==> src/sv/xcbp_pkg.sv <==
package xcbp_pkg;

  localparam int MAX_PREFIX_RUN_DEF = 8;
  localparam int QUEUE_DEPTH = 4;

  localparam logic [7:0] BYTE_FS     = 8'h64;
  localparam logic [7:0] BYTE_GS     = 8'h65;
  localparam logic [7:0] BYTE_ESC    = 8'h0f;
  localparam logic [7:0] BYTE_SYS    = 8'h05;
  localparam logic [7:0] BYTE_UD2    = 8'h0b;
  localparam logic [7:0] BYTE_OPSZ   = 8'h66;
  localparam logic [7:0] BYTE_ADSZ   = 8'h67;
  localparam logic [7:0] BYTE_REPNE  = 8'hf2;
  localparam logic [7:0] BYTE_REP    = 8'hf3;
  localparam logic [7:0] BYTE_REX_LO = 8'h40;
  localparam logic [7:0] BYTE_REX_HI = 8'h4f;

  localparam logic [1:0] KIND_NONE    = 2'd0;
  localparam logic [1:0] KIND_SYSCALL = 2'd1;
  localparam logic [1:0] KIND_TLS     = 2'd2;

  typedef struct packed {
    logic is_esc;
    logic is_sys;
    logic is_fs;
    logic pfx;
    logic rex;
    logic mem;
    logic esc_op;
  } class_t;

  typedef struct packed {
    logic [7:0] data;
    logic       last;
    class_t     cls;
  } entry_t;

  function automatic logic is_memory_opcode(logic [7:0] v);
    logic r;
    case (v) inside
      8'h01, 8'h03, 8'h09, 8'h0b, 8'h21, 8'h23, 8'h29, 8'h2b,
      8'h31, 8'h33, 8'h39, 8'h3b, 8'h63, 8'h80, 8'h81, 8'h83,
      8'h86, 8'h87, 8'h88, 8'h89, 8'h8a, 8'h8b, 8'h8d, 8'hc6,
      8'hc7, 8'hf6, 8'hf7, 8'hfe, 8'hff: r = 1'b1;
      default: r = 1'b0;
    endcase
    return r;
  endfunction

  function automatic logic is_escape_opcode(logic [7:0] v);
    logic r;
    case (v) inside
      8'haf, 8'hb0, 8'hb1, 8'hb6, 8'hb7, 8'hbe, 8'hbf, 8'hc0, 8'hc1: r = 1'b1;
      default: r = 1'b0;
    endcase
    return r;
  endfunction

  function automatic class_t classify(logic [7:0] v);
    class_t c;
    c.is_esc = (v == BYTE_ESC);
    c.is_sys = (v == BYTE_SYS);
    c.is_fs  = (v == BYTE_FS);
    c.pfx    = (v == BYTE_OPSZ) || (v == BYTE_ADSZ) || (v == BYTE_REPNE) ||
               (v == BYTE_REP);
    c.rex    = (v >= BYTE_REX_LO) && (v <= BYTE_REX_HI);
    c.mem    = is_memory_opcode(v);
    c.esc_op = is_escape_opcode(v);
    return c;
  endfunction

endpackage

==> src/sv/xcbp_front.sv <==
module xcbp_front (
  input  logic              clk,
  input  logic              rst,
  input  logic              in_valid,
  output logic              in_stall,
  input  logic [7:0]        in_byte,
  input  logic              in_last,
  input  logic              q_full,
  output logic              q_push,
  output xcbp_pkg::entry_t  q_entry
);

  logic             f_valid;
  xcbp_pkg::entry_t f_entry;
  logic             accept;

  assign in_stall = f_valid && q_full;
  assign accept   = in_valid && !in_stall;
  assign q_push   = f_valid && !q_full;
  assign q_entry  = f_entry;

  always_ff @(posedge clk) begin
    if (rst) begin
      f_valid <= 1'b0;
    end else if (accept) begin
      f_valid <= 1'b1;
    end else if (q_push) begin
      f_valid <= 1'b0;
    end
  end

  always_ff @(posedge clk) begin
    if (accept) begin
      f_entry.data <= in_byte;
      f_entry.last <= in_last;
      f_entry.cls  <= xcbp_pkg::classify(in_byte);
    end
  end

endmodule

==> src/sv/xcbp_fifo.sv <==
module xcbp_fifo (
  input  logic              clk,
  input  logic              rst,
  input  logic              push,
  input  xcbp_pkg::entry_t  push_entry,
  output logic              full,
  input  logic              pop,
  output logic              empty,
  output xcbp_pkg::entry_t  head
);

  localparam int DEPTH = xcbp_pkg::QUEUE_DEPTH;
  localparam int AW    = $clog2(DEPTH);

  xcbp_pkg::entry_t mem [DEPTH];
  logic [AW-1:0]    wr_ptr;
  logic [AW-1:0]    rd_ptr;
  logic [AW:0]      fill;

  assign full  = (fill == (AW+1)'(DEPTH));
  assign empty = (fill == '0);
  assign head  = mem[rd_ptr];

  always_ff @(posedge clk) begin
    if (rst) begin
      wr_ptr <= '0;
      rd_ptr <= '0;
      fill   <= '0;
    end else begin
      if (push) begin
        wr_ptr <= wr_ptr + 1'b1;
      end
      if (pop) begin
        rd_ptr <= rd_ptr + 1'b1;
      end
      if (push && !pop) begin
        fill <= fill + 1'b1;
      end else if (pop && !push) begin
        fill <= fill - 1'b1;
      end
    end
  end

  always_ff @(posedge clk) begin
    if (push) begin
      mem[wr_ptr] <= push_entry;
    end
  end

endmodule

==> src/sv/xcbp_back.sv <==
module xcbp_back #(
  parameter int MAX_PREFIX_RUN = xcbp_pkg::MAX_PREFIX_RUN_DEF
) (
  input  logic              clk,
  input  logic              rst,
  input  logic              q_empty,
  input  xcbp_pkg::entry_t  q_head,
  output logic              q_pop,
  output logic              out_valid,
  input  logic              out_stall,
  output logic [7:0]        out_byte,
  output logic [1:0]        rewrite_kind,
  output logic              out_last,
  output logic [31:0]       syscall_count,
  output logic [31:0]       tls_count
);

  // window: 64, prefix run, REX, 0F, escape opcode
  localparam int DEPTH   = MAX_PREFIX_RUN + 4;
  localparam int CNT_W   = $clog2(DEPTH + 1);
  localparam int RUN_LEN = MAX_PREFIX_RUN + 2;

  typedef enum logic [1:0] {DEC_WAIT, DEC_PLAIN, DEC_FS, DEC_PAIR} dec_t;

  xcbp_pkg::entry_t win [DEPTH];
  xcbp_pkg::entry_t win_next [DEPTH];
  logic [CNT_W-1:0] cnt;
  logic [CNT_W-1:0] cnt_after;
  logic             pair_pending;
  logic [31:0]      syscall_total;
  logic [31:0]      tls_total;

  logic [DEPTH-1:0]   vld;
  logic [RUN_LEN-1:0] run;
  logic               seg_end;
  logic               fs64;
  logic               wait64;
  dec_t               head_dec;
  logic               emit_req;
  logic [7:0]         emit_byte;
  logic [1:0]         emit_kind;
  logic               fire;
  logic               load;

  function automatic dec_t opc_dec(xcbp_pkg::entry_t op, logic op_vld,
                                   xcbp_pkg::entry_t nx, logic nx_vld);
    dec_t d;
    if (!op_vld) d = DEC_WAIT;
    else if (op.cls.mem) d = DEC_FS;
    else if (!op.cls.is_esc) d = DEC_PLAIN;
    else if (!nx_vld) d = DEC_WAIT;
    else if (nx.cls.esc_op) d = DEC_FS;
    else d = DEC_PLAIN;
    return d;
  endfunction

  always_comb begin
    dec_t pd;
    pd      = DEC_PLAIN;
    seg_end = 1'b0;
    for (int j = 0; j < DEPTH; j++) begin
      vld[j]  = (CNT_W'(j) < cnt);
      seg_end = seg_end | (vld[j] & win[j].last);
    end
    run[0] = 1'b1;
    for (int p = 1; p < RUN_LEN; p++) begin
      run[p] = run[p-1] & vld[p] & win[p].cls.pfx;
    end
    // p is the first byte past the prefix run; at most one p qualifies
    fs64   = 1'b0;
    wait64 = 1'b0;
    for (int p = 1; p < RUN_LEN; p++) begin
      pd = DEC_PLAIN;
      if (run[p-1] && !(vld[p] && win[p].cls.pfx)) begin
        if (!vld[p]) pd = DEC_WAIT;
        else if (win[p].cls.rex) pd = opc_dec(win[p+1], vld[p+1], win[p+2], vld[p+2]);
        else pd = opc_dec(win[p], 1'b1, win[p+1], vld[p+1]);
      end
      fs64   = fs64 | (pd == DEC_FS);
      wait64 = wait64 | (pd == DEC_WAIT);
    end

    if (cnt == '0) head_dec = DEC_WAIT;
    else if (win[0].cls.is_esc) begin
      if (!vld[1]) head_dec = seg_end ? DEC_PLAIN : DEC_WAIT;
      else head_dec = win[1].cls.is_sys ? DEC_PAIR : DEC_PLAIN;
    end
    else if (!win[0].cls.is_fs) head_dec = DEC_PLAIN;
    else if (run[RUN_LEN-1]) head_dec = DEC_PLAIN;
    else if (wait64) head_dec = seg_end ? DEC_PLAIN : DEC_WAIT;
    else if (fs64) head_dec = DEC_FS;
    else head_dec = DEC_PLAIN;
  end

  always_comb begin
    emit_req  = (cnt != '0) && (pair_pending || head_dec != DEC_WAIT);
    emit_byte = win[0].data;
    emit_kind = xcbp_pkg::KIND_NONE;
    if (pair_pending) begin
      emit_byte = xcbp_pkg::BYTE_UD2;
      emit_kind = xcbp_pkg::KIND_SYSCALL;
    end else if (head_dec == DEC_FS) begin
      emit_byte = xcbp_pkg::BYTE_GS;
      emit_kind = xcbp_pkg::KIND_TLS;
    end
  end

  assign fire      = emit_req && (!out_valid || !out_stall);
  assign cnt_after = cnt - CNT_W'(fire);
  // hold back the next segment until the current one has drained
  assign load      = !q_empty && !(seg_end && cnt_after != '0) &&
                     (cnt_after < CNT_W'(DEPTH));
  assign q_pop     = load;

  always_comb begin
    for (int j = 0; j < DEPTH - 1; j++) begin
      win_next[j] = fire ? win[j+1] : win[j];
    end
    win_next[DEPTH-1] = win[DEPTH-1];
    for (int j = 0; j < DEPTH; j++) begin
      if (load && cnt_after == CNT_W'(j)) begin
        win_next[j] = q_head;
      end
    end
  end

  always_ff @(posedge clk) begin
    for (int j = 0; j < DEPTH; j++) begin
      win[j] <= win_next[j];
    end
    if (fire) begin
      out_byte     <= emit_byte;
      rewrite_kind <= emit_kind;
      out_last     <= win[0].last;
    end
  end

  always_ff @(posedge clk) begin
    if (rst) begin
      cnt           <= '0;
      pair_pending  <= 1'b0;
      out_valid     <= 1'b0;
      syscall_total <= '0;
      tls_total     <= '0;
    end else begin
      cnt <= cnt_after + CNT_W'(load);
      if (fire) begin
        pair_pending <= pair_pending ? 1'b0 : (head_dec == DEC_PAIR);
        out_valid    <= 1'b1;
        if (emit_kind == xcbp_pkg::KIND_SYSCALL && syscall_total != '1) begin
          syscall_total <= syscall_total + 32'd1;
        end
        if (emit_kind == xcbp_pkg::KIND_TLS && tls_total != '1) begin
          tls_total <= tls_total + 32'd1;
        end
      end else if (!out_stall) begin
        out_valid <= 1'b0;
      end
    end
  end

  assign syscall_count = syscall_total;
  assign tls_count     = tls_total;

endmodule

==> src/sv/x86_code_byte_patcher.sv <==
// Streams x86 code bytes through with two rewrites: the 05 of every 0F 05 pair
// in one segment becomes 0B, and an FS prefix (64) becomes GS (65) when legacy
// prefixes, an optional REX byte and a memory-form opcode follow it. One byte
// is taken and one byte is given per cycle when nothing stalls; every input
// byte comes out exactly once. A front register classifies each byte and
// hands it through a four-entry queue to the back end, which keeps a window
// of up to MAX_PREFIX_RUN + 4 bytes and releases its head once its fate is
// known, one result per cycle unless stalled. Bytes behind a possible FS
// pattern wait until the pattern resolves (at most MAX_PREFIX_RUN + 3 bytes
// later) or until the byte flagged in_last arrives, which flushes the window.
// A byte passes the front register, queue, window and output register. The
// saturating totals syscall_count and tls_count include the byte on the port.
module x86_code_byte_patcher #(
  parameter int MAX_PREFIX_RUN = xcbp_pkg::MAX_PREFIX_RUN_DEF
) (
  input  logic        clk,
  input  logic        rst,
  input  logic        in_valid,
  output logic        in_stall,
  input  logic [7:0]  in_byte,
  input  logic        in_last,
  output logic        out_valid,
  input  logic        out_stall,
  output logic [7:0]  out_byte,
  output logic [1:0]  rewrite_kind,
  output logic        out_last,
  output logic [31:0] syscall_count,
  output logic [31:0] tls_count
);

  logic             q_full;
  logic             q_push;
  logic             q_empty;
  logic             q_pop;
  xcbp_pkg::entry_t q_in;
  xcbp_pkg::entry_t q_head;

  xcbp_front u_front (
    .clk      (clk),
    .rst      (rst),
    .in_valid (in_valid),
    .in_stall (in_stall),
    .in_byte  (in_byte),
    .in_last  (in_last),
    .q_full   (q_full),
    .q_push   (q_push),
    .q_entry  (q_in)
  );

  xcbp_fifo u_fifo (
    .clk        (clk),
    .rst        (rst),
    .push       (q_push),
    .push_entry (q_in),
    .full       (q_full),
    .pop        (q_pop),
    .empty      (q_empty),
    .head       (q_head)
  );

  xcbp_back #(
    .MAX_PREFIX_RUN (MAX_PREFIX_RUN)
  ) u_back (
    .clk           (clk),
    .rst           (rst),
    .q_empty       (q_empty),
    .q_head        (q_head),
    .q_pop         (q_pop),
    .out_valid     (out_valid),
    .out_stall     (out_stall),
    .out_byte      (out_byte),
    .rewrite_kind  (rewrite_kind),
    .out_last      (out_last),
    .syscall_count (syscall_count),
    .tls_count     (tls_count)
  );

endmodule

==> config.mk <==
export PLATFORM = sky130hd
export DESIGN_NAME = x86_code_byte_patcher
export DESIGN_NICKNAME = d
export VERILOG_FILES = /design/src/sv/xcbp_pkg.sv /design/src/sv/xcbp_front.sv /design/src/sv/xcbp_fifo.sv /design/src/sv/xcbp_back.sv /design/src/sv/x86_code_byte_patcher.sv
export SDC_FILE = /design/constraint.sdc
export NUM_CORES = 1
export LEC_CHECK = 0
export BUFFER_PORTS_ARGS = -buffer_cell sky130_fd_sc_hd__buf_2
export CORE_MARGIN = 8
export CORE_UTILIZATION = 30
export CTS_CLUSTER_SIZE = 8
export DETAILED_ROUTE_END_ITERATION = 10
export SLEW_MARGIN = 15
export SYNTH_ARGS = -nofsm -noshare
export SYNTH_HDL_FRONTEND = slang
export SYNTH_SLANG_ARGS = --single-unit
export TNS_END_PERCENT = 20
==> constraint.sdc <==
create_clock -name clk -period 7.4 [get_ports clk]
set_input_delay 0.37 -clock clk [delete_from_list [all_inputs] [get_ports clk]]
set_output_delay 0.37 -clock clk [all_outputs]
set_load 0.1 [all_outputs]
==> results of run 1 <==
-- stage by stage --
stage               std cells  area [sq um]  hold slack, ns  total power [mW]
global placement         1965         17400           0.469              6.04
CTS                      2057         18900          0.0269              8.27
finish                   2057         18900          0.0505              8.17
detailed placement       1965         17400           0.486              6.11
floorplan                1222         16200           0.459              5.41
global route             2057         18900          0.0669              8.62
-- report_power, final --
part / total [mW] / switching, mW / internal [mW]
sequential: 3.56 / 0.380 / 3.18
combinational: 2.50 / 1.56 / 0.939
clock: 2.11 / 0.840 / 1.27
-- placed cells by master, fill, tap and decap left out, types with 7 or more instances in the layout --
master,instances
sky130_fd_sc_hd__dfxtp_1,79
sky130_fd_sc_hd__o21ai_1,11
sky130_fd_sc_hd__nand2b_1,10
sky130_fd_sc_hd__and3_1,21
sky130_fd_sc_hd__or4_1,7
sky130_fd_sc_hd__a21o_1,8
sky130_fd_sc_hd__xor2_1,27
sky130_fd_sc_hd__o21ai_0,27
sky130_fd_sc_hd__nand2_1,56
sky130_fd_sc_hd__o31ai_1,8
sky130_fd_sc_hd__ha_1,11
sky130_fd_sc_hd__nor2_1,89
sky130_fd_sc_hd__mux2_2,171
sky130_fd_sc_hd__buf_2,89
sky130_fd_sc_hd__xnor2_1,18
sky130_fd_sc_hd__and2_1,11
sky130_fd_sc_hd__nor3_1,18
sky130_fd_sc_hd__o211ai_1,8
sky130_fd_sc_hd__a211oi_1,9
sky130_fd_sc_hd__clkbuf_16,50
sky130_fd_sc_hd__or3_1,19
sky130_fd_sc_hd__mux4_2,16
sky130_fd_sc_hd__nand4_1,24
sky130_fd_sc_hd__inv_1,28
sky130_fd_sc_hd__edfxtp_1,277
sky130_fd_sc_hd__nand3_1,38
sky130_fd_sc_hd__nor4_1,10
sky130_fd_sc_hd__buf_4,22
sky130_fd_sc_hd__a21oi_1,47
sky130_fd_sc_hd__nor2b_1,14
sky130_fd_sc_hd__clkbuf_1,37
-- what timing repair did --
action | 4_1_cts | 5_1_grt
endpoints found under the setup margin | 0 | 0
endpoints found under the hold margin | 1 | 0
hold buffers | 1 | 0
-- worst max path at each step --
stage | cells past startpoint | slack, ns | to | startpoint
2_1_floorplan | 21 | 1.43 | u_back.win[4][16] | u_back.cnt[2]
3_3_place_gp | 18 | 1.21 | u_back.win[4][27] | u_back.cnt[1]
3_5_place_dp | 18 | 0.89 | u_back.win[4][18] | u_back.cnt[1]
4_1_cts | 23 | 0.84 | u_fifo.fill[2] | u_back.cnt[1]
5_1_grt | 23 | 0.14 | u_fifo.fill[2] | u_back.cnt[3]
6_report | 23 | 0.69 | u_fifo.fill[2] | u_back.cnt[1]
-- cell type report --
cell class              count  area, sq um
fillers                  5100        34800
well taps                 696          871
repair buffers            112          621
clock buffers              87         1390
inverters                  29          109
clock inverters             4         63.8
flip-flops and latches    357         9920
multi-input cells         772         5900
-- cells by family after synthesis --
logic type               count (synthesis)  share of synthesized area, %
AND/OR/NAND/NOR                        363                          12.1
flip-flops                             357                          61.1
XOR/XNOR                                45                          2.43
adder cells (fa/ha/maj)                 12                         0.971
buffers and inverters                   93                          2.61
multiplexers                           193                          14.5
AO/OA/AOI/OAI                          159                          6.32
-- per-layer routing --
layer  vias up  share of wire [%]
met4         0                3.0
met1      4991                 46
li1       4836                  -
met5         -                  0
met3        75                5.4
met2       269                 46
-- worst min-delay path, stage by stage --
cell                     delay [ns]
sky130_fd_sc_hd__buf_2         0.09
sky130_fd_sc_hd__nor2_1        0.05
sky130_fd_sc_hd__nor2_1        0.07
-- sequential cells by signal, summed over array words and instances, names as in the netlist, named ones only --
| name | cells |
|---|---|
| u_back.cnt | 4 |
| u_back.out_byte | 8 |
| u_back.out_last | 1 |
| u_back.out_valid | 1 |
| u_back.pair_pending | 1 |
| u_back.rewrite_kind | 2 |
| u_back.syscall_count | 32 |
| u_back.tls_count | 32 |
| u_back.win | 186 |
| u_fifo.fill | 3 |
| u_fifo.mem | 64 |
| u_fifo.rd_ptr | 2 |
| u_fifo.wr_ptr | 2 |
| u_front.f_valid | 1 |
| u_front.q_entry | 16 |
==> qor.log, run 1 <==
[floorplan] Die X-Extent 249 um
[floorplan] area of the placeable core 0.0537 sq mm
[sta] worst clock skew 0.0145 ns
[logic_synthesis] top cells by instance count after synthesis sky130_fd_sc_hd__edfxtp_1, sky130_fd_sc_hd__mux2_2, sky130_fd_sc_hd__nor2_1
[status] result of the run complete, no violations
[logic_synthesis] main area contributors after synthesis sky130_fd_sc_hd__edfxtp_1, sky130_fd_sc_hd__mux2_2, sky130_fd_sc_hd__dfxtp_1, sky130_fd_sc_hd__mux4_2, sky130_fd_sc_hd__nor2_1
[worst_setup_path] Max stage delay on crit path 0.89 ns
[floorplan] y dimension of the die 249 um
[sta] setup repair after global routing missed its margin false
[global_routing] met2 Usage GRT 17.5%
[clocking] total number of clock tree sinks 357
[logic_synthesis] post-synth cell types 80
[worst_setup_path] highest-delay cell along the critical path sky130_fd_sc_hd__dfxtp_1
[power] VDD IR max 0.000272 V
[floorplan] initial core utilization 30.2%
[global_routing] pin count of the biggest net entering global routing 90
[logic_synthesis] post-synthesis net count 1247
[worst_setup_path] CP bufs+invs 3
[run] count of max-cap constraint violations 0
[layout] number of antenna diodes 0
[floorplan] I/O Pins 90
[detailed_routing] number of detailed-route iterations in the first pass 5
[clocking] setup fix buffers added after clock tree synthesis 0
[global_routing] GR met3 Demand/Resource 2.26%
[global_routing] most crowded layer after global routing met2
[sta] count of pins over their slew limit 0
[logic_synthesis] post-synthesis cell count 1222
[sta] final hold violation count 0
[sta] transition time of the tightest slew-check pin 0.956 ns
[clocking] clock root buffer sky130_fd_sc_hd__clkbuf_16
[clocking] buffer depth of the longest clock path 3
[sta] final worst path period share 90.7%
[worst_setup_path] critical setup path kind register to register
[sta] final setup violation count 0
[layout] Finished Core Util 35.1%
[clocking] CTS buffer count 50
[worst_setup_path] CP delay by family, top compound AO/OA/AOI/OAI gates
[layout] post-layout net count 1347
[place] gpl congestion 0.883
[worst_setup_path] CP endpoint kind register
[layout] fraction of layout cells with a size suffix above 1 27.8%
[layout] Area Overhead vs Synth 16.3%
[sta] tightest slew margin relative to the limit 36.3%
[sta] post-route setup slack 0.690 ns
[hold_path] Hold Path Stages 3
[detailed_routing] Routed WL per cell 17.0 um
[clocking] Max H-tree Level 2
[logic_synthesis] most used flip-flop cell after synthesis sky130_fd_sc_hd__edfxtp_1
[logic_synthesis] fraction of synthesized cell area taken by the top area cell type 51.3%
[logic_synthesis] synthesized area 0.0162 sq mm
[logic_synthesis] count of flip-flops with a built-in enable after synthesis 277
[clocking] clock slew at the register clock pins of the worst setup and hold paths 0.05 ns
[logic_synthesis] sequential fraction of the synthesis area 61.1%
[detailed_routing] antenna viol nets, final 0
[hold_path] startpoint of the tightest hold check path in_valid
[global_routing] overflow left after global routing 0
[worst_setup_path] required time of the worst setup path 7.88 ns
[detailed_routing] Final Routed Wirelength 34900 um
[hold_path] class of the tightest hold or removal check primary input to register
[logic_synthesis] Ys Warns 0
[global_routing] Tot GR Track Use 10.9%
[worst_setup_path] list of cells traversed by the critical path o21ai_0 -> a2111oi_0 -> a22oi_1 -> o2111ai_1 -> nand4_1 -> nor2_1 -> o32a_1 -> nand2_1 -> inv_1 -> ha_1 -> nor3b_1 -> xnor2_1 -> nand2_1 -> nor3b_2 -> a21oi_1 -> a21oi_1 -> inv_1 -> ha_1 -> inv_1 -> fa_1 -> xor2_1 -> or3_1 -> a21oi_1
[worst_setup_path] slack of the worst reg-to-reg path 0.69 ns
[clocking] Resized Gates After CTS 0
[hold_path] hold-critical path endpoint u_front.f_valid
[floorplan] std cell rows 85
[clocking] CTS tree yes
[global_routing] global-route met1 utilization 14.5%
[detailed_routing] routed via count 10200
[clocking] Clock Latency Late Sink 0.57 ns
[worst_setup_path] critical register-to-register path startpoint u_back.cnt[1]
[floorplan] die area 0.0618 sq mm
[place] IO Port Bufs 89
[sta] time the worst path needs with I/O delays and setup 6.71 ns
[power] Leakage Power 6.43 nW
[detailed_routing] Vias per Instance 4.94
[worst_setup_path] critical-path maximum fanout 24
[detailed_routing] number of DRC markers after the initial detailed-route iteration 655
[place] worst-case setup slack after placement 0.894 ns
[worst_setup_path] Critical R2R Capture u_fifo.fill[2]
[global_routing] first-pass GRT wire length 56600 um
[global_routing] vias in the first global route 10100
[worst_setup_path] arrival time at the worst endpoint 7.19 ns
[sta] setup TNS after final layout 0 ns
[power] power density over the cells 433 mW/mm^2
[logic_synthesis] leading area contributor after synthesis sky130_fd_sc_hd__edfxtp_1
[sta] maximum clock frequency 149 MHz
[logic_synthesis] number of synthesized register bits 357
[logic_synthesis] fraction of registers with async set or reset after synthesis 0%
[logic_synthesis] mean area per synthesized cell 13.3 sq um
[global_routing] initial antenna violation count 0
[detailed_routing] DR DRC count 0
[worst_setup_path] reg2reg path depth 23
[place] final HPWL from detailed placement 23600 um
[logic_synthesis] library cell with the highest instance count after synthesis sky130_fd_sc_hd__edfxtp_1
[worst_setup_path] Worst Setup Start Kind register
Power figures use the tool's default switching activity.
==> run 2: changes to the inputs <==
Settings changed: CTS_BUF_LIST set to sky130_fd_sc_hd__clkbuf_8, SYNTH_HIERARCHICAL set to 1.
==> run 2 against run 1 <==
  * Sequential share of layout area grew 0.60 points
  * Setup slack lost 0.19 ns
  * Clock power shrank 27%
  * Synthesized cell count grew 0.90%
  * Global-route usage grew 0.32 points
  * Synthesized area grew 1.0%
  * Final cell count grew 1.6%
  * Clock skew grew 0.027 ns
  * Critical endpoint is now u_back/win[1][15]
  * Largest power group unchanged
==> qor.log, run 2 <==
[floorplan] y dimension of the die 250 um [was 249 um]
[sta] worst hold slack 0.0883 ns [was 0.0505 ns]
[clocking] buffer depth of the longest clock path 3 [unchanged]
[sta] worst clock skew 0.0417 ns [was 0.0145 ns]
[layout] most common library cell in the layout ignoring fill and taps sky130_fd_sc_hd__edfxtp_1 [unchanged]
[detailed_routing] Final Routed Wirelength 35800 um [was 34900 um]
[global_routing] vias in the first global route 10600 [was 10100]
[global_routing] overflow left after global routing 0 [unchanged]
[place] area post-placement 0.0175 sq mm [was 0.0174 sq mm]
[detailed_routing] DR DRC count 0 [unchanged]
[worst_setup_path] CP Launch Point u_back/cnt[0] [was u_back.cnt[1]]
[logic_synthesis] leading area contributor after synthesis sky130_fd_sc_hd__edfxtp_1 [unchanged]
[place] final HPWL from detailed placement 24500 um [was 23600 um]
[logic_synthesis] Ys Warns 6 [was 0]
[place] IO Port Bufs 89 [unchanged]
[layout] post-layout net count 1375 [was 1347]
[clocking] total number of clock tree sinks 357 [unchanged]
[hold_path] class of the tightest hold or removal check primary input to register [unchanged]
[detailed_routing] Routed WL per cell 17.1 um [was 17.0 um]
[layout] Finished Core Util 34.6% [was 35.1%]
[layout] Area Overhead vs Synth 13.9% [was 16.3%]
[logic_synthesis] fraction of synthesized cell area taken by the top area cell type 50.7% [was 51.3%]
[layout] post-route cell area 0.0187 sq mm [was 0.0189 sq mm]
[detailed_routing] number of detailed-route iterations in the first pass 8 [was 5]
[power] Leakage Power 6.45 nW [was 6.43 nW]
[logic_synthesis] main area contributors after synthesis sky130_fd_sc_hd__edfxtp_1, sky130_fd_sc_hd__mux2_2, sky130_fd_sc_hd__dfxtp_1, sky130_fd_sc_hd__nor2_1, sky130_fd_sc_hd__a21oi_1 [was sky130_fd_sc_hd__edfxtp_1, sky130_fd_sc_hd__mux2_2, sky130_fd_sc_hd__dfxtp_1, sky130_fd_sc_hd__mux4_2, sky130_fd_sc_hd__nor2_1]
[logic_synthesis] post-synthesis net count 1258 [was 1247]
[power] combinational group share of total power 36.8% [was 30.6%]
[worst_setup_path] list of cells traversed by the critical path nor3_1 -> or3b_1 -> a211oi_1 -> a21boi_1 -> o21a_1 -> nor4_1 -> a211oi_4 -> nor2_1 -> o21bai_1 -> buf_4 -> inv_1 -> ha_1 -> ha_1 -> nand2_1 -> nor4_2 -> inv_1 -> o21ai_1 -> nand3_1 -> nor2_2 -> mux2_2 [was o21ai_0 -> a2111oi_0 -> a22oi_1 -> o2111ai_1 -> nand4_1 -> nor2_1 -> o32a_1 -> nand2_1 -> inv_1 -> ha_1 -> nor3b_1 -> xnor2_1 -> nand2_1 -> nor3b_2 -> a21oi_1 -> a21oi_1 -> inv_1 -> ha_1 -> inv_1 -> fa_1 -> xor2_1 -> or3_1 -> a21oi_1]
[worst_setup_path] reg2reg path depth 20 [was 23]
[logic_synthesis] number of synthesized register bits 357 [unchanged]
[floorplan] area of the placeable core 0.0539 sq mm [was 0.0537 sq mm]
[worst_setup_path] Worst Setup Start Kind register [unchanged]
[power] net switching share of the total power 37.6% [was 34.1%]
[global_routing] initial antenna violation count 0 [unchanged]
[clocking] clock slew at the register clock pins of the worst setup and hold paths 0.06 ns [was 0.05 ns]
[logic_synthesis] post-synth cell types 84 [was 80]
[place] gpl congestion 0.926 [was 0.883]
[worst_setup_path] critical setup path kind register to register [unchanged]
[clocking] CTS buffer count 58 [was 50]
[logic_synthesis] fraction of registers with async set or reset after synthesis 0% [unchanged]
[power] Seq pwr share 44.7% [was 43.6%]
[layout] Top reg by flops u_back/win [was u_back.win]
[logic_synthesis] sequential fraction of the synthesis area 60.5% [was 61.1%]
[sta] setup TNS after final layout 0 ns [unchanged]
[clocking] setup fix buffers added after clock tree synthesis 0 [unchanged]
[floorplan] Die X-Extent 250 um [was 249 um]
[sta] tightest slew margin relative to the limit 33.1% [was 36.3%]
[power] net switching power of the design 3.10 mW [was 2.78 mW]
[clocking] CTS tree yes [unchanged]
[worst_setup_path] critical-path maximum fanout 21 [was 24]
[detailed_routing] number of DRC markers after the initial detailed-route iteration 810 [was 655]
[worst_setup_path] required time of the worst setup path 7.78 ns [was 7.88 ns]
[floorplan] die area 0.0624 sq mm [was 0.0618 sq mm]
[worst_setup_path] Critical R2R Capture u_back/win[1][15] [was u_fifo.fill[2]]
[power] VDD IR max 0.000272 V [about the same]
[sta] final setup violation count 0 [unchanged]
[logic_synthesis] library cell with the highest instance count after synthesis sky130_fd_sc_hd__edfxtp_1 [unchanged]
[floorplan] std cell rows 85 [unchanged]
[detailed_routing] routed via count 10400 [was 10200]
[worst_setup_path] arrival time at the worst endpoint 7.28 ns [was 7.19 ns]
[logic_synthesis] synthesized area 0.0164 sq mm [was 0.0162 sq mm]
[layout] fraction of layout cells with a size suffix above 1 27.6% [was 27.8%]
[sta] setup repair after global routing missed its margin false [unchanged]
[layout] number of antenna diodes 0 [unchanged]
[floorplan] I/O Pins 90 [unchanged]
[detailed_routing] antenna viol nets, final 0 [unchanged]
[clocking] clock root buffer sky130_fd_sc_hd__clkbuf_8 [was sky130_fd_sc_hd__clkbuf_16]
[sta] time the worst path needs with I/O delays and setup 6.90 ns [was 6.71 ns]
[global_routing] Tot GR Track Use 11.2% [was 10.9%]
[power] power density over the cells 441 mW/mm^2 [was 433 mW/mm^2]
[sta] maximum clock frequency 145 MHz [was 149 MHz]
[power] power share of the clock group 18.6% [was 25.8%]
[detailed_routing] Vias per Instance 4.98 [was 4.94]
[power] design internal power 5.13 mW [was 5.39 mW]
[sta] count of pins over their slew limit 0 [unchanged]
[run] count of max-cap constraint violations 0 [unchanged]
[worst_setup_path] end point of the critical path u_back/win[1][15] [was u_fifo.fill[2]]
[global_routing] first-pass GRT wire length 57700 um [was 56600 um]
[worst_setup_path] CP endpoint kind register [unchanged]
[sta] transition time of the tightest slew-check pin 1.00 ns [was 0.956 ns]
[sta] final worst path period share 93.2% [was 90.7%]
[logic_synthesis] count of flip-flops with a built-in enable after synthesis 277 [unchanged]
[worst_setup_path] highest-delay cell along the critical path sky130_fd_sc_hd__dfxtp_1 [unchanged]
[sta] final hold violation count 0 [unchanged]
[logic_synthesis] most used flip-flop cell after synthesis sky130_fd_sc_hd__edfxtp_1 [unchanged]
[layout] flip-flop count of the largest register, all copies and words added 186 [unchanged]
[worst_setup_path] Max stage delay on crit path 0.89 ns [about the same]
[layout] commonest cells after routing, fill and taps aside sky130_fd_sc_hd__edfxtp_1, sky130_fd_sc_hd__mux2_2, sky130_fd_sc_hd__nor2_1 [was sky130_fd_sc_hd__edfxtp_1, sky130_fd_sc_hd__mux2_2, sky130_fd_sc_hd__nor2_1, sky130_fd_sc_hd__buf_2, sky130_fd_sc_hd__dfxtp_1]
[status] result of the run complete, no violations [unchanged]
[hold_path] startpoint of the tightest hold check path in_byte[2] [was in_valid]
[clocking] Clock Latency Late Sink 0.67 ns [was 0.57 ns]
[global_routing] pin count of the biggest net entering global routing 86 [was 90]
[worst_setup_path] critical register-to-register path startpoint u_back/cnt[0] [was u_back.cnt[1]]
[logic_synthesis] mean area per synthesized cell 13.3 sq um [about the same]
[layout] largest registers ranked by flip-flop count u_back/win x186, u_fifo/mem x64 [was u_back.win x186, u_fifo.mem x64]
[worst_setup_path] slack of the worst reg-to-reg path 0.50 ns [was 0.69 ns]
[logic_synthesis] top cells by instance count after synthesis sky130_fd_sc_hd__edfxtp_1, sky130_fd_sc_hd__mux2_2, sky130_fd_sc_hd__nor2_1 [unchanged]
[logic_synthesis] post-synthesis cell count 1233 [was 1222]
[floorplan] initial core utilization 30.4% [was 30.2%]
[clocking] Max H-tree Level 2 [unchanged]
-- run 2: cell types whose count changed in the layout (fill, tap and decap cells not counted), moves of 7 or more --
cell / delta
sky130_fd_sc_hd__clkbuf_1: -37
sky130_fd_sc_hd__clkbuf_16: -50
sky130_fd_sc_hd__clkbuf_8: +59
sky130_fd_sc_hd__clkinv_1: +10
sky130_fd_sc_hd__dlygate4sd3_1: +9
sky130_fd_sc_hd__inv_1: +27
sky130_fd_sc_hd__nand3_1: -7
sky130_fd_sc_hd__nand4_1: -10
sky130_fd_sc_hd__nor3_1: -7
sky130_fd_sc_hd__o21ai_1: +7
sky130_fd_sc_hd__or4_1: +7
-- run 2: cell type report --
cell class	count	area (sq um)
timing repair buffer	124	733
sequential	357	9920
tap	696	871
clock buffer	59	812
clock inverter	44	213
multi-input combinational	779	6000
fill	5195	35300
inverter	30	113
-- run 2: power groups by stage --
stage	Combinational [mW]	Clock, mW	Sequential [mW]
3_3_place_gp	2.96	0	3.70
5_1_grt	3.29	1.68	3.75
6_report	3.03	1.53	3.68
4_1_cts	3.04	1.59	3.68
2_1_floorplan	2.05	0	3.80
3_5_place_dp	3.01	0	3.72
-- run 2: cell families (layout without fill, tap and decap cells) --
family                     Yosys count  in the layout  synth area share (%)
AOI/OAI and AO/OA                  188            188                  7.73
xor gates and xnor gates            40             40                  2.14
muxes                              192            192                  14.4
adders and majority gates           12             12                 0.962
buffers and inverters               97            257                  2.96
DFF                                357            357                  60.5
and+or+nand+nor                    347            347                  11.3
-- run 2: metal layers --
metal | GRT usage [%] | vias up | share of wire [%]
met2 | 18.4 | 262 | 47
met3 | 2.09 | 68 | 4.8
met1 | 14.4 | 5149 | 45
li1 | - | 4931 | -
met5 | 0 | - | 0
met4 | 4.72 | 0 | 2.8
-- run 2: repair_timing --
action / in CTS / in global routing
hold buffers: 10 / 0
endpoints found under the setup margin: 0 / 59
gates resized for setup: 0 / 3
hold endpoints to repair: 11 / 0
-- run 2: how the worst min path moves through the flow --
stage / to / cells after the start
floorplan: u_back/rewrite_kind[0] / 0
global route: u_front/q_entry[10] / 1
global placement: u_fifo/mem[2][5] / 0
finish: u_front/q_entry[10] / 1
CTS: u_front/q_entry[10] / 1
detailed placement: u_fifo/mem[1][3] / 0
-- run 2: worst max-delay path, delay by kind of cell (launching register included) --
kind / cells / cell delay (ns)
multiplexers: 1 / 0.42
flip-flops: 1 / 0.89
AO/OA/AOI/OAI: 6 / 1.60
buffers and inverters: 3 / 0.57
AND/OR/NAND/NOR: 8 / 2.42
adder cells (fa/ha/maj): 2 / 0.73
-- run 2: through the flow --
| stage | power [mW] | cells | setup slack, ns |
|---|---|---|---|
| after global placement | 6.66 | 1976 | 0.619 |
| after floorplan | 5.85 | 1233 | 1.27 |
| after global routing | 8.72 | 2089 | 0.000257 |
| after CTS | 8.31 | 2089 | 0.282 |
| after detailed placement | 6.73 | 1976 | 0.320 |
| final | 8.23 | 2089 | 0.500 |
